$ cat src/rtl/alp_ts_decapsulator_defines.svh
// ----------------------------------------------------------------------------
// alp_ts_decapsulator_defines
// Assertion macros shared by the ALP to TS decapsulator RTL.
// ----------------------------------------------------------------------------
`ifndef ALP_TS_DECAPSULATOR_DEFINES_SVH
`define ALP_TS_DECAPSULATOR_DEFINES_SVH

// Same-cycle implication, checked out of reset
`define ALP_ASSERT_IMP(label, clk, rst_n, ante, cons) \
  label: assert property (@(posedge clk) disable iff (!rst_n) (ante) |-> (cons)) \
    else $error("alp_ts: same-cycle check failed");

// Next-cycle implication, checked out of reset
`define ALP_ASSERT_NXT(label, clk, rst_n, ante, cons) \
  label: assert property (@(posedge clk) disable iff (!rst_n) (ante) |=> (cons)) \
    else $error("alp_ts: next-cycle check failed");

`endif

$ cat src/rtl/alp_ts_pkg.sv
// ----------------------------------------------------------------------------
// alp_ts_pkg
// Types and constants of the ALP to MPEG-2 TS decapsulator.
// ----------------------------------------------------------------------------
`timescale 1ns / 1ps
`default_nettype none

package alp_ts_pkg;

  // TS framing constants
  localparam logic [7:0] TS_SYNC_BYTE   = 8'h47;
  localparam logic [7:0] TS_BODY_LEN    = 8'd187;  // bytes after sync, full header
  localparam logic [7:0] TS_PAYLOAD_LEN = 8'd184;  // bytes after sync, header removed
  localparam logic [4:0] TS_COUNT_ZERO  = 5'd16;   // count field 0 means 16
  localparam logic [7:0] HDR_CC_MASK    = 8'hF0;

  // Decoder phase, one-hot
  typedef enum logic [2:0] {
    PH_IDLE = 3'b001,
    PH_HDR2 = 3'b010,
    PH_DATA = 3'b100
  } phase_t;

  // Results of one input word, handed to the output serializer
  typedef struct packed {
    logic            has_sync;   // word starts a TS packet
    logic            has_hdr;    // saved header is reinserted after sync
    logic [2:0][7:0] hdr;        // hdr[0] goes out first
    logic [7:0]      data;       // the input byte itself, always last
    logic            pkt_end;    // last byte of the link-layer packet
  } bundle_t;

endpackage

`default_nettype wire

$ cat src/rtl/alp_ts_core.sv
// ----------------------------------------------------------------------------
// alp_ts_core
// Header parse, TS packet tracking and header reinsertion for one input word.
// ----------------------------------------------------------------------------
`timescale 1ns / 1ps
`default_nettype none
`include "alp_ts_decapsulator_defines.svh"

module alp_ts_core #(
  parameter int MAX_TS_PER_PACKET = 16
) (
  input  wire logic               clk,
  input  wire logic               rst_n,
  input  wire logic               accept,
  input  wire logic [7:0]         data_byte,
  input  wire logic               packet_start,
  output logic                    emit,
  output alp_ts_pkg::bundle_t     bundle
);

  alp_ts_pkg::phase_t phase_r, phase_nxt;
  logic [4:0]  pl_r, pl_nxt;
  logic [7:0]  bip_r, bip_nxt;
  logic        del_r, del_nxt;
  logic [23:0] saved_r, saved_nxt;
  logic [3:0]  cc_r, cc_nxt;
  logic        first_r, first_nxt;

  logic [4:0]  count_n;
  logic [4:0]  count_max;
  logic [7:0]  bip_inc;
  logic [7:0]  body_len;
  logic [4:0]  pl_dec;

  // Packet count from the first header byte, clamped to the parameter
  assign count_max = 5'(MAX_TS_PER_PACKET);
  always_comb begin
    count_n = (data_byte[4:1] == 4'd0) ? alp_ts_pkg::TS_COUNT_ZERO
                                        : {1'b0, data_byte[4:1]};
    if (count_n > count_max) begin
      count_n = count_max;
    end
  end

  assign bip_inc  = bip_r + 8'd1;
  assign pl_dec   = pl_r - 5'd1;
  assign body_len = (del_r && !first_r) ? alp_ts_pkg::TS_PAYLOAD_LEN
                                        : alp_ts_pkg::TS_BODY_LEN;

  // Next state and result bundle
  always_comb begin
    phase_nxt = phase_r;
    pl_nxt    = pl_r;
    bip_nxt   = bip_r;
    del_nxt   = del_r;
    saved_nxt = saved_r;
    cc_nxt    = cc_r;
    first_nxt = first_r;
    emit      = 1'b0;
    bundle.has_sync = (bip_r == 8'd0);
    bundle.has_hdr  = (bip_r == 8'd0) && del_r && !first_r;
    bundle.hdr[0]   = saved_r[23:16];
    bundle.hdr[1]   = saved_r[15:8];
    bundle.hdr[2]   = {saved_r[7:4], cc_r};
    bundle.data     = data_byte;
    bundle.pkt_end  = 1'b0;
    if (accept) begin
      if (packet_start) begin
        pl_nxt    = count_n;
        bip_nxt   = 8'd0;
        del_nxt   = 1'b0;
        first_nxt = 1'b1;
        phase_nxt = data_byte[0] ? alp_ts_pkg::PH_HDR2 : alp_ts_pkg::PH_DATA;
      end else begin
        case (phase_r)
          alp_ts_pkg::PH_HDR2: begin
            del_nxt   = data_byte[7];
            phase_nxt = alp_ts_pkg::PH_DATA;
          end
          alp_ts_pkg::PH_DATA: begin
            emit = 1'b1;
            if (bundle.has_hdr) begin
              cc_nxt = cc_r + 4'd1;
            end
            // capture the first packet's header for later reinsertion
            if (del_r && first_r) begin
              case (bip_r)
                8'd0: saved_nxt[23:16] = data_byte;
                8'd1: saved_nxt[15:8]  = data_byte;
                8'd2: begin
                  saved_nxt[7:0] = data_byte & alp_ts_pkg::HDR_CC_MASK;
                  cc_nxt         = data_byte[3:0] + 4'd1;
                end
                default: ;
              endcase
            end
            bip_nxt = bip_inc;
            if (bip_inc >= body_len) begin
              bip_nxt   = 8'd0;
              first_nxt = 1'b0;
              pl_nxt    = pl_dec;
              if (pl_dec == 5'd0) begin
                phase_nxt      = alp_ts_pkg::PH_IDLE;
                bundle.pkt_end = 1'b1;
              end
            end
          end
          default: ;
        endcase
      end
    end
  end

  // State registers
  always_ff @(posedge clk) begin
    if (!rst_n) begin
      phase_r <= alp_ts_pkg::PH_IDLE;
      pl_r    <= 5'd0;
      bip_r   <= 8'd0;
      del_r   <= 1'b0;
      saved_r <= 24'd0;
      cc_r    <= 4'd0;
      first_r <= 1'b1;
    end else begin
      phase_r <= phase_nxt;
      pl_r    <= pl_nxt;
      bip_r   <= bip_nxt;
      del_r   <= del_nxt;
      saved_r <= saved_nxt;
      cc_r    <= cc_nxt;
      first_r <= first_nxt;
    end
  end

  // Byte position never reaches the packet length
  `ALP_ASSERT_IMP(a_bip_range, clk, rst_n, 1'b1, bip_r < alp_ts_pkg::TS_BODY_LEN)
  // While in data, at least one TS packet remains
  `ALP_ASSERT_IMP(a_pl_live, clk, rst_n, phase_r == alp_ts_pkg::PH_DATA, pl_r != 5'd0)
  // Reinserted header only after the first packet has been seen in full
  `ALP_ASSERT_IMP(a_hdr_after_first, clk, rst_n, emit && bundle.has_hdr, !first_r && del_r)

endmodule

`default_nettype wire

$ cat src/rtl/alp_ts_ser.sv
// ----------------------------------------------------------------------------
// alp_ts_ser
// Result register: holds one word's bundle and sends its bytes out in order.
// ----------------------------------------------------------------------------
`timescale 1ns / 1ps
`default_nettype none
`include "alp_ts_decapsulator_defines.svh"

module alp_ts_ser (
  input  wire logic                clk,
  input  wire logic                rst_n,
  input  wire logic                load,
  input  wire alp_ts_pkg::bundle_t bundle,
  output logic                     slot_free,
  output logic                     out_valid,
  input  wire logic                out_ready,
  output logic [7:0]               ts_byte,
  output logic                     ts_sync,
  output logic                     pkt_end,
  output logic                     last
);

  alp_ts_pkg::bundle_t bnd_r, bnd_nxt;
  logic       valid_r, valid_nxt;
  logic [2:0] idx_r, idx_nxt;
  logic [2:0] last_idx;
  logic       out_fire;

  // Position of the data byte: after sync and optional three header bytes
  assign last_idx = bnd_r.has_hdr ? 3'd4 : (bnd_r.has_sync ? 3'd1 : 3'd0);
  assign last     = (idx_r == last_idx);
  assign out_valid = valid_r;
  assign out_fire  = valid_r && out_ready;
  assign slot_free = !valid_r || (out_fire && last);

  // Byte select
  always_comb begin
    if (last) begin
      ts_byte = bnd_r.data;
    end else if (idx_r == 3'd0) begin
      ts_byte = alp_ts_pkg::TS_SYNC_BYTE;
    end else begin
      ts_byte = bnd_r.hdr[2'(idx_r - 3'd1)];
    end
  end
  assign ts_sync = bnd_r.has_sync && (idx_r == 3'd0);
  assign pkt_end = bnd_r.pkt_end && last;

  // Walk through the bundle, reload on a new word
  always_comb begin
    valid_nxt = valid_r;
    idx_nxt   = idx_r;
    bnd_nxt   = bnd_r;
    if (out_fire) begin
      if (last) begin
        valid_nxt = 1'b0;
        idx_nxt   = 3'd0;
      end else begin
        idx_nxt = idx_r + 3'd1;
      end
    end
    if (load) begin
      valid_nxt = 1'b1;
      idx_nxt   = 3'd0;
      bnd_nxt   = bundle;
    end
  end

  always_ff @(posedge clk) begin
    if (!rst_n) begin
      valid_r <= 1'b0;
      idx_r   <= 3'd0;
    end else begin
      valid_r <= valid_nxt;
      idx_r   <= idx_nxt;
    end
  end

  always_ff @(posedge clk) begin
    bnd_r <= bnd_nxt;
  end

  // A new bundle never overwrites one that still has bytes to send
  `ALP_ASSERT_IMP(a_no_overwrite, clk, rst_n, load && valid_r, out_ready && last)
  // Index stays inside the bundle
  `ALP_ASSERT_IMP(a_idx_range, clk, rst_n, valid_r, idx_r <= last_idx)
  // A stalled bundle keeps its position
  `ALP_ASSERT_NXT(a_idx_hold, clk, rst_n, valid_r && !out_ready && !load,
                  idx_r == $past(idx_r))

endmodule

`default_nettype wire

$ cat src/rtl/alp_ts_decapsulator.sv
// Output: the first result byte of a word is registered, valid in the cycle after acceptance.
// Throughput: one input word per cycle while out_tready holds and words yield at most one
//   byte; a longer word holds the input until its last byte goes (TS start: 2 bytes, with
//   reinserted header: 5): the single result register drains one byte per ready cycle.
// Reset: synchronous, active low; decoder goes idle, result register empties, no bytes pending.
// ----------------------------------------------------------------------------
// alp_ts_decapsulator
// Rebuilds 188-byte MPEG-2 TS packets from an ATSC 3.0 link-layer byte stream.
// ----------------------------------------------------------------------------
`timescale 1ns / 1ps
`default_nettype none

module alp_ts_decapsulator #(
  parameter int MAX_TS_PER_PACKET = 16
) (
  input  wire logic       clk,
  input  wire logic       rst_n,
  // input stream
  input  wire logic       in_tvalid,
  output logic            in_tready,
  input  wire logic [7:0] in_tdata,   // [7:0] data_byte
  input  wire logic       in_tuser,   // [0] packet_start
  // result stream
  output logic            out_tvalid,
  input  wire logic       out_tready,
  output logic [7:0]      out_tdata,  // [7:0] ts_byte
  output logic [1:0]      out_tuser,  // [0] ts_sync, [1] packet_end
  output logic            out_tlast   // last_of_run
);

  logic                accept;
  logic                emit;
  logic                slot_free;
  alp_ts_pkg::bundle_t bundle;

  assign in_tready = slot_free;
  assign accept    = in_tvalid && slot_free;

  // Per-word decode
  alp_ts_core #(
    .MAX_TS_PER_PACKET (MAX_TS_PER_PACKET)
  ) u_core (
    .clk          (clk),
    .rst_n        (rst_n),
    .accept       (accept),
    .data_byte    (in_tdata),
    .packet_start (in_tuser),
    .emit         (emit),
    .bundle       (bundle)
  );

  // Result register and byte serializer
  alp_ts_ser u_ser (
    .clk       (clk),
    .rst_n     (rst_n),
    .load      (accept && emit),
    .bundle    (bundle),
    .slot_free (slot_free),
    .out_valid (out_tvalid),
    .out_ready (out_tready),
    .ts_byte   (out_tdata),
    .ts_sync   (out_tuser[0]),
    .pkt_end   (out_tuser[1]),
    .last      (out_tlast)
  );

endmodule

`default_nettype wire
$ cat config.mk
export PLATFORM = sky130hd
export DESIGN_NAME = alp_ts_decapsulator
export DESIGN_NICKNAME = d
export VERILOG_FILES = /design/src/rtl/alp_ts_pkg.sv /design/src/rtl/alp_ts_core.sv /design/src/rtl/alp_ts_ser.sv /design/src/rtl/alp_ts_decapsulator.sv
export VERILOG_INCLUDE_DIRS = /design/src /design/src/rtl
export SDC_FILE = /design/constraint.sdc
export NUM_CORES = 1
export LEC_CHECK = 0
export BUFFER_PORTS_ARGS = -buffer_cell sky130_fd_sc_hd__buf_2
export CELL_PAD_IN_SITES_DETAIL_PLACEMENT = 1
export CELL_PAD_IN_SITES_GLOBAL_PLACEMENT = 2
export CORE_UTILIZATION = 39
export DETAILED_ROUTE_END_ITERATION = 8
export GPL_ROUTABILITY_DRIVEN = 0
export PLACE_DENSITY = 0.84
export SYNTH_ARGS = -nofsm -noshare
export SYNTH_HDL_FRONTEND = slang
export SYNTH_SLANG_ARGS = --single-unit
$ cat constraint.sdc
create_clock -name clk -period 3.5 [get_ports clk]
set_clock_uncertainty 0.2 [all_clocks]
set_input_delay 0.525 -clock clk [delete_from_list [all_inputs] [get_ports clk]]
set_output_delay 0.525 -clock clk [all_outputs]
set_load 0.05 [all_outputs]
# Word-level counts from Yosys, hierarchy flattened
# Cells that the tools add are included.
# totals
regBits	81
in_bits	13
out_inout_bits	13
word_cells	109
# classes
n_addsub	6
n_lt_le_gt_ge	3
eq_ne	7
n_mux	36
n_bitwise	5
n_reduce_logical	34
# ops
cell	count
2-to-1 mux 8 bit	6
2-to-1 mux 5 bit	5
2-to-1 mux 3 bit	6
binary-select mux 8 bit (select 2 bit)	1
AND reduction 5 bit	3
2-to-1 mux 1 bit	13
2-to-1 mux 4 bit	3
logical AND 1 bit	10
nonzero test 2 bit	5
adder 4 x 1 -> 4 bit (second input constant)	2
adder 8 x 1 -> 8 bit (second input constant)	1
equality test 8 x 1 -> 1 bit (second input constant)	1
equality test 8 x 2 -> 1 bit (second input constant)	1
greater-or-equal comparator 8 bit	1
logical NOT 8 bit	1
inequality test 3 x 2 -> 1 bit (second input constant)	2
one-hot mux 3 bit (2 select lines)	1
AND reduction 2 bit	3
AND reduction 3 bit	2
greater-than comparator 5 bit (second input constant)	1
logical NOT 5 bit	1
inverter 1 bit	5
subtractor 5 x 1 -> 5 bit (second input constant)	1
logical NOT 4 bit	1
other kinds (14)	15

# Depth between registers and ports, before layout
# Gate-level depths: netlist of run 1.
# depth
depth_word	10
ltp_mapped	9

# By module
# From an unflattened synthesis of run 1, not the netlist that was laid out.
# unflattened
hier_cells	394
area_unflattened_um2	3912.5
# modules_own_cells
mod	n_inst	cells_each	area_per_inst_um2	seq_area_each_um2
alp_ts_core	1	284	2282.2	840.8
alp_ts_ser	1	108	1617.8	1131.1
alp_ts_decapsulator	1	2	12.5	0.0

# Worst setup path after synthesis of run 1
# OpenSTA, ideal clock, no wires.
# synth_path
path_type	reg-to-output
start	register u_ser.idx_r[0]
end	output port out_tdata[3]
arrival_time_ns	2.833
required_time_ns	2.775
slack_ns	-0.058
stages_incl_launch_ff	9
path_buffers	3
path_cell_list	dfxtp_1 buf_6 inv_1 ha_1 clkbuf_1 nor2b_1 buf_1 a21oi_1 o31ai_1
# synth_between
elab_chain_len	5
# synth_rtl
item	line_no	rtl
start: declaration	alp_ts_ser.sv:25	logic [2:0] idx_r, idx_nxt;
start signal: assignment	alp_ts_ser.sv:75	idx_r <= idx_nxt;
subtractor 2 x 1 -> 2 bit	alp_ts_ser.sv:43	ts_byte = bnd_r.hdr[2'(idx_r - 3'd1)];
binary-select mux 8 bit (select 2 bit)	alp_ts_ser.sv:43	
2-to-1 mux 8 bit (not written as such)	alp_ts_ser.sv:43	
2-to-1 mux 8 bit	alp_ts_ser.sv:40	end else if (idx_r == 3'd0) begin
2-to-1 mux 8 bit (*)	alp_ts_ser.sv:38	if (last) begin
end: declaration	alp_ts_decapsulator.sv:26	output logic [7:0] out_tdata,
# Every way passes the cells marked *; elsewhere a longest branch is shown, timed or not. The select of a mux whose other input is x is not followed.

# Worst setup path after layout of run 1
# layout_path
start	register u_ser.idx_r[1]
end	output port out_tdata[5]
# Same word-level chain as after synthesis.

==> impl_metrics.yaml, run 1 <==
route:
  wl_um: 9327
  drt-initial-drc-count: 118
  drtPass1Iterations: 4
  wl_per_cell_um: 17.02
  dr_total_vias: 2933
  drc_errors: 0
  postRouteAntennaNets: 0
  vias_per_cell: 5.352
yosys:
  ys_types: 65
  syn-cell-area_mm2: 0.003906
  synth-seq-cells: 81
  synth_top_area_frac: 0.2691
  synth-simple-area-share: 0.1698
  ys_top_cells_by_area: "edfxtp_1 27%, dfxtp_1 24%, mux2i_1 5.4%"
  synth_cells: 388
  syn_nets: 413
  synth.area.mux_share: 0.06534
  yosys.area.top_type: "edfxtp_1"
  synthArstFlopShare: 0
  synth_edf_count: 35
  synth_compound_area_frac: 0.1393
  ys_warn_count: 0
  synth-xor-area-share: 0.03555
  synth_fa_ha_area_frac: 0.03844
  synth_top_family_by_area: "simple AND/OR/NAND/NOR gates"
  synth_ff_type: "dfxtp_1"
  ys_seq_area_frac: 0.5048
  avgSynthCellArea_um2: 10.07
sta:
  finalCriticalPeriod_ps: 3163
  tns_ps: 0
  fmax_mhz: 316.1
  slew_headroom: 0.5041
  fin_crit_sh: 0.9039
  setup_violations: 0
  tightest_slew_ps: 743.1
  finalHoldViolations: 0
  drv_slew: 0
  grt_setup_unrepaired: "false"
pwr:
  ir_drop_v: 0.0001594
  total_power_mw: 1.776
  p_leak_nw: 1.553
  power_density_mw_per_mm2: 408.8
finish:
  area_delta_synth_final_pct: 11.24
  nNetsFinal: 435
  antenna_cells: 0
  final_common_cell: "nor2_1"
  final_area_mm2: 0.004345
  final_cell_mix: "48 x nor2_1, 46 x dfxtp_1, 35 x edfxtp_1, 33 x nand2_1, 30 x a21oi_1"
  utilization: 0.4466
  fin_cells: 548
  drive_gt1_frac: 0.1711
setup_path:
  critPathLaunchType: "flop"
  crit_path_end_kind: "primary output"
  worstPathRequired_ps: 2770
  cp.arrival_ps: 2440
  cp_max_fo: 8
  criticalPathCategory: "flop to primary output"
grt:
  grt_pass1_vias: 3012
  grt.overflow.total: 0
  track_usage: 0.1929
  grt_max_degree: 43
  antenna_found_initial: 0
  grt_pass1_wl_um: 15150
clock_network:
  clock_latency_ps: 360
  h-tree-depth: 3
  post-cts-setup-buffer-count: 0
  cts_buffers: 9
  cts_tree: "done"
  path_clk_slew_ps: 100
  cts_root_buf: "clkbuf_8"
  cts_hold_buf: 0
  cts_max_path_buffers: 2
  numClockSinks: 81
  cts_resized: 0
die:
  io_pins: 26
  initial_core_util: 0.4015
  die_w_um: 102.1
  rows: 36
  die_y_um: 102.1
  core_mm2: 0.009729
  die_area_mm2: 0.01042
worst_hold_path:
  min_path_type: "primary input to flop"
run:
  drv_cap: 0
placed_design:
  dp.cells: 532
  hpwl_um: 6792
  port_buffers: 25
  placedInstanceArea_mm2: 0.004145
outcome:
  status: "completed"
## kinds of logic (layout without fill, tap and decap cells)
group                    count (synthesis)  in the layout
AND/OR/NAND/NOR                        134            134
AO/OA/AOI/OAI                           85             85
flip-flops                              81             81
buffers and inverters                   36             63
multiplexers                            25             25
XOR/XNOR                                15             15
adder cells (fa/ha/maj)                 12             12
## final timing paths
kind                                                      from                              end  slack, ps  cells past startpoint
worst max register to register     u_ser.idx_r[0]$_SDFFE_PP0P_  u_core.saved_r[17]$_SDFFE_PN0P_        620                      8
worst min register to register  u_core.saved_r[6]$_SDFFE_PN0P_        u_ser.bnd_r[31]$_DFFE_PP_        240                      0
worst max-delay path               u_ser.idx_r[1]$_SDFFE_PP0P_                     out_tdata[5]        340                      6
worst min-delay path                               in_tdata[6]         u_ser.bnd_r[7]$_DFFE_PP_        190                      1
## layer usage
metal | track usage | vias to the layer above | wire length, um
li1 | - | 1434 | -
met1 | 0.2389 | 1461 | 4235
met2 | 0.3407 | 29 | 4780
met3 | 0.03557 | 9 | 218
met4 | 0.05824 | 0 | 91
met5 | 0 | - | 0
## metrics by stage
stage / worst slack (ps) / hold slack (ps)
CTS: 42.87 / 176.7
detailed placement: 451.6 / 216.1
floorplan: 294.8 / 201.9
global route: 153.7 / 173.9
finish: 336.5 / 191.5
global placement: 602.1 / 212.1
## cell type report
cell class                 instances  area [um^2]
inverter                          16        65.06
clock buffer                       9        123.9
timing repair buffer              31        170.2
fill                            1103         5384
tap                              133        166.4
clock inverter                     7        73.82
sequential                        81         1972
multi-input combinational        271         1774
## synthesized netlist by cell type, drive strengths merged, types with 2 or more instances
master,number
and2,5
ha,12
a21o,2
nor4,2
a221oi,6
or4,4
a21boi,2
inv,16
dfxtp,46
nand2,33
o21ai,21
buf,10
nand3,8
xor2,8
mux2,4
nand3b,2
nand4,6
nand2b,4
edfxtp,35
nor2b,6
clkbuf,10
o211ai,3
mux2i,21
xnor2,7
o22ai,4
and3,4
a21oi,30
a31oi,3
nand4b,2
o31ai,4
and4,2
nor2,48
nor3,3
## critical path, cell delays in order, from the launching register on
cell     delay [ps]
dfxtp_1         440
inv_1            70
ha_1            450
nor2b_2         480
a21oi_1         150
o31ai_2         180
buf_2           300
## flip-flops by register name, summed over array words and instances (netlist names)
name,flops
u_core.phase_r,3
u_core.del_r,1
u_core.cc_r,4
u_ser.idx_r,3
u_core.pl_r,5
u_ser.bnd_r,35
u_core.first_r,1
u_core.bip_r,8
u_ser.out_valid,1
u_core.saved_r,20
## power by group
| group | switching, mW | internal (mW) | total, mW |
|---|---|---|---|
| Clock | 0.393 | 0.279 | 0.672 |
| Combinational | 0.0694 | 0.0366 | 0.106 |
| Sequential | 0.0102 | 0.988 | 0.998 |
Note: power is estimated with default switching activity, not from simulation.
==> run 2, diff against run 1 <==
==> constraint.sdc (replaced) <==
create_clock -name clk -period 3.3 [get_ports clk]
set_clock_uncertainty 0.2 [all_clocks]
set_input_delay 0.495 -clock clk [delete_from_list [all_inputs] [get_ports clk]]
set_output_delay 0.495 -clock clk [all_outputs]
set_load 0.05 [all_outputs]
==> impl_metrics.yaml, run 2 (same netlist as run 1, synthesis figures left out) <==
outcome:
  status: "completed"
placed_design:
  dp.cells: 533
  hpwl_um: 6543
  port_buffers: 25
  place_ws_ps: 506.7
  placedInstanceArea_mm2: 0.004153
route:
  highest_layer: "met4"
  vias_per_cell: 5.240
  drt-met1-wl_um: 4257
  drtPass1Iterations: 4
  wl_per_cell_um: 16.37
  wl_um: 8987
  postRouteAntennaNets: 0
  dr_wl_met2_um: 4379
  dr_total_vias: 2877
  dr_wl_met3_um: 208
  drc_errors: 0
  drt-initial-drc-count: 73
clock_network:
  path_clk_slew_ps: 80
  cts_hold_buf: 0
  cts_tree: "done"
  cts_root_buf: "clkbuf_8"
  numClockSinks: 81
  cts_resized: 0
  clock_latency_ps: 360
  h-tree-depth: 3
  post-cts-setup-buffer-count: 0
  cts_max_path_buffers: 2
  cts_buffers: 9
setup_path:
  crit_path_end_kind: "primary output"
  regToRegSetupSlack_ps: 570
  path_cells: "inv_1 > ha_1 > nor2b_2 > buf_4 > a21oi_1 > o31ai_2 > buf_2"
  criticalPathCategory: "flop to primary output"
  critPathLaunchType: "flop"
  cp_max_fo: 6
  worstPathRequired_ps: 2600
  max_stage_delay_ps: 430
  critPathTopFamily: "buffers and inverters"
  reg2reg_to: "u_core.pl_r[2]$_SDFFE_PN0P_"
  cp_slowest_cell: "dfxtp_1"
  ff2ff_path_depth: 8
  worstReg2RegStart: "u_core.bip_r[0]$_SDFFE_PN0P_"
  cp.arrival_ps: 2350
  cp.buffers_inverters: 3
grt:
  grt_pass1_vias: 2953
  grt_pass1_wl_um: 14680
  grt_max_degree: 23
  grt.overflow.total: 0
  antenna_found_initial: 0
  track_usage: 0.1887
sta:
  finalWorstSetupSlack_ps: 255.8
  grt_setup_unrepaired: "false"
  setup_violations: 0
  tightest_slew_ps: 647.1
  tns_ps: 0
  slew_headroom: 0.5681
  finalHoldViolations: 0
  fin_crit_sh: 0.9225
  fmax_mhz: 328.5
  finalCriticalPeriod_ps: 3044
  drv_slew: 0
finish:
  final_cell_mix: "48 x nor2_1, 46 x dfxtp_1, 35 x edfxtp_1, 33 x nand2_1, 30 x a21oi_1"
  area_delta_synth_final_pct: 10.76
  fillCellCount: 1121
  nNetsFinal: 436
  fin_cells: 549
  reg.largest.list: "u_ser.bnd_r x35, u_core.saved_r x20, u_core.bip_r x8"
  largest_reg_flops: 35
  final_area_mm2: 0.004327
  largest-register: "u_ser.bnd_r"
  antenna_cells: 0
  drive_gt1_frac: 0.1707
  final_common_cell: "nor2_1"
die:
  core_mm2: 0.009729
  die_area_mm2: 0.01042
  initial_core_util: 0.4015
  die_w_um: 102.1
  die_y_um: 102.1
  rows: 36
  io_pins: 26
worst_hold_path:
  min_path_type: "primary input to flop"
  min_from: "in_tdata[6]"
  hold_depth: 1
  hold_end: "u_ser.bnd_r[7]$_DFFE_PP_"
pwr:
  power_density_mw_per_mm2: 420.0
  ir_drop_v: 0.0001593
  p_leak_nw: 1.551
  total_power_mw: 1.817
run:
  drv_cap: 0
## run 2: worst max path at each step
stage,start,end,slack [ps],depth (start not counted)
4_1_cts,u_ser.bnd_r[34]$_DFFE_PP_,out_tdata[4],100,5
2_1_floorplan,u_ser.idx_r[0]$_SDFFE_PP0P_,out_tdata[0],120,8
5_1_grt,u_ser.idx_r[0]$_SDFFE_PP0P_,out_tdata[3],70,7
3_5_place_dp,u_ser.bnd_r[34]$_DFFE_PP_,out_tdata[4],510,5
3_3_place_gp,u_ser.bnd_r[34]$_DFFE_PP_,out_tdata[7],520,5
6_report,u_ser.idx_r[0]$_SDFFE_PP0P_,out_tdata[4],260,7
## run 2: final cells by class
| class | instances | area (um^2) | share of cell area |
|---|---|---|---|
| clock buffer | 9 | 123.9 | 0.02863 |
| sequential | 81 | 1972 | 0.4558 |
| multi-input combinational | 271 | 1775 | 0.4104 |
| inverter | 16 | 65.06 | 0.01504 |
| timing repair buffer | 32 | 177.7 | 0.04106 |
| clock inverter | 7 | 46.29 | 0.01070 |
| tap | 133 | 166.4 | 0.03846 |
## run 2: where the power goes
part	switching [mW]	internal, mW	total (mW)
clock	0.376	0.272	0.648
sequential	0.0108	1.05	1.06
combinational	0.0714	0.0389	0.110
total	0.458	1.36	1.82
## run 2: stage by stage
step	hold WS, ps	util
after floorplan	201.9	-
after global routing	158.0	0.4447
final	157.5	0.4447
after detailed placement	212.0	0.4268
after global placement	208.9	0.4268
after CTS	143.4	0.4443
## run 2: layer usage
metal,track usage,vias to the layer above
met5,0,-
met4,0.07912,0
met3,0.02668,11
met2,0.3216,36
met1,0.2395,1401
li1,-,1429
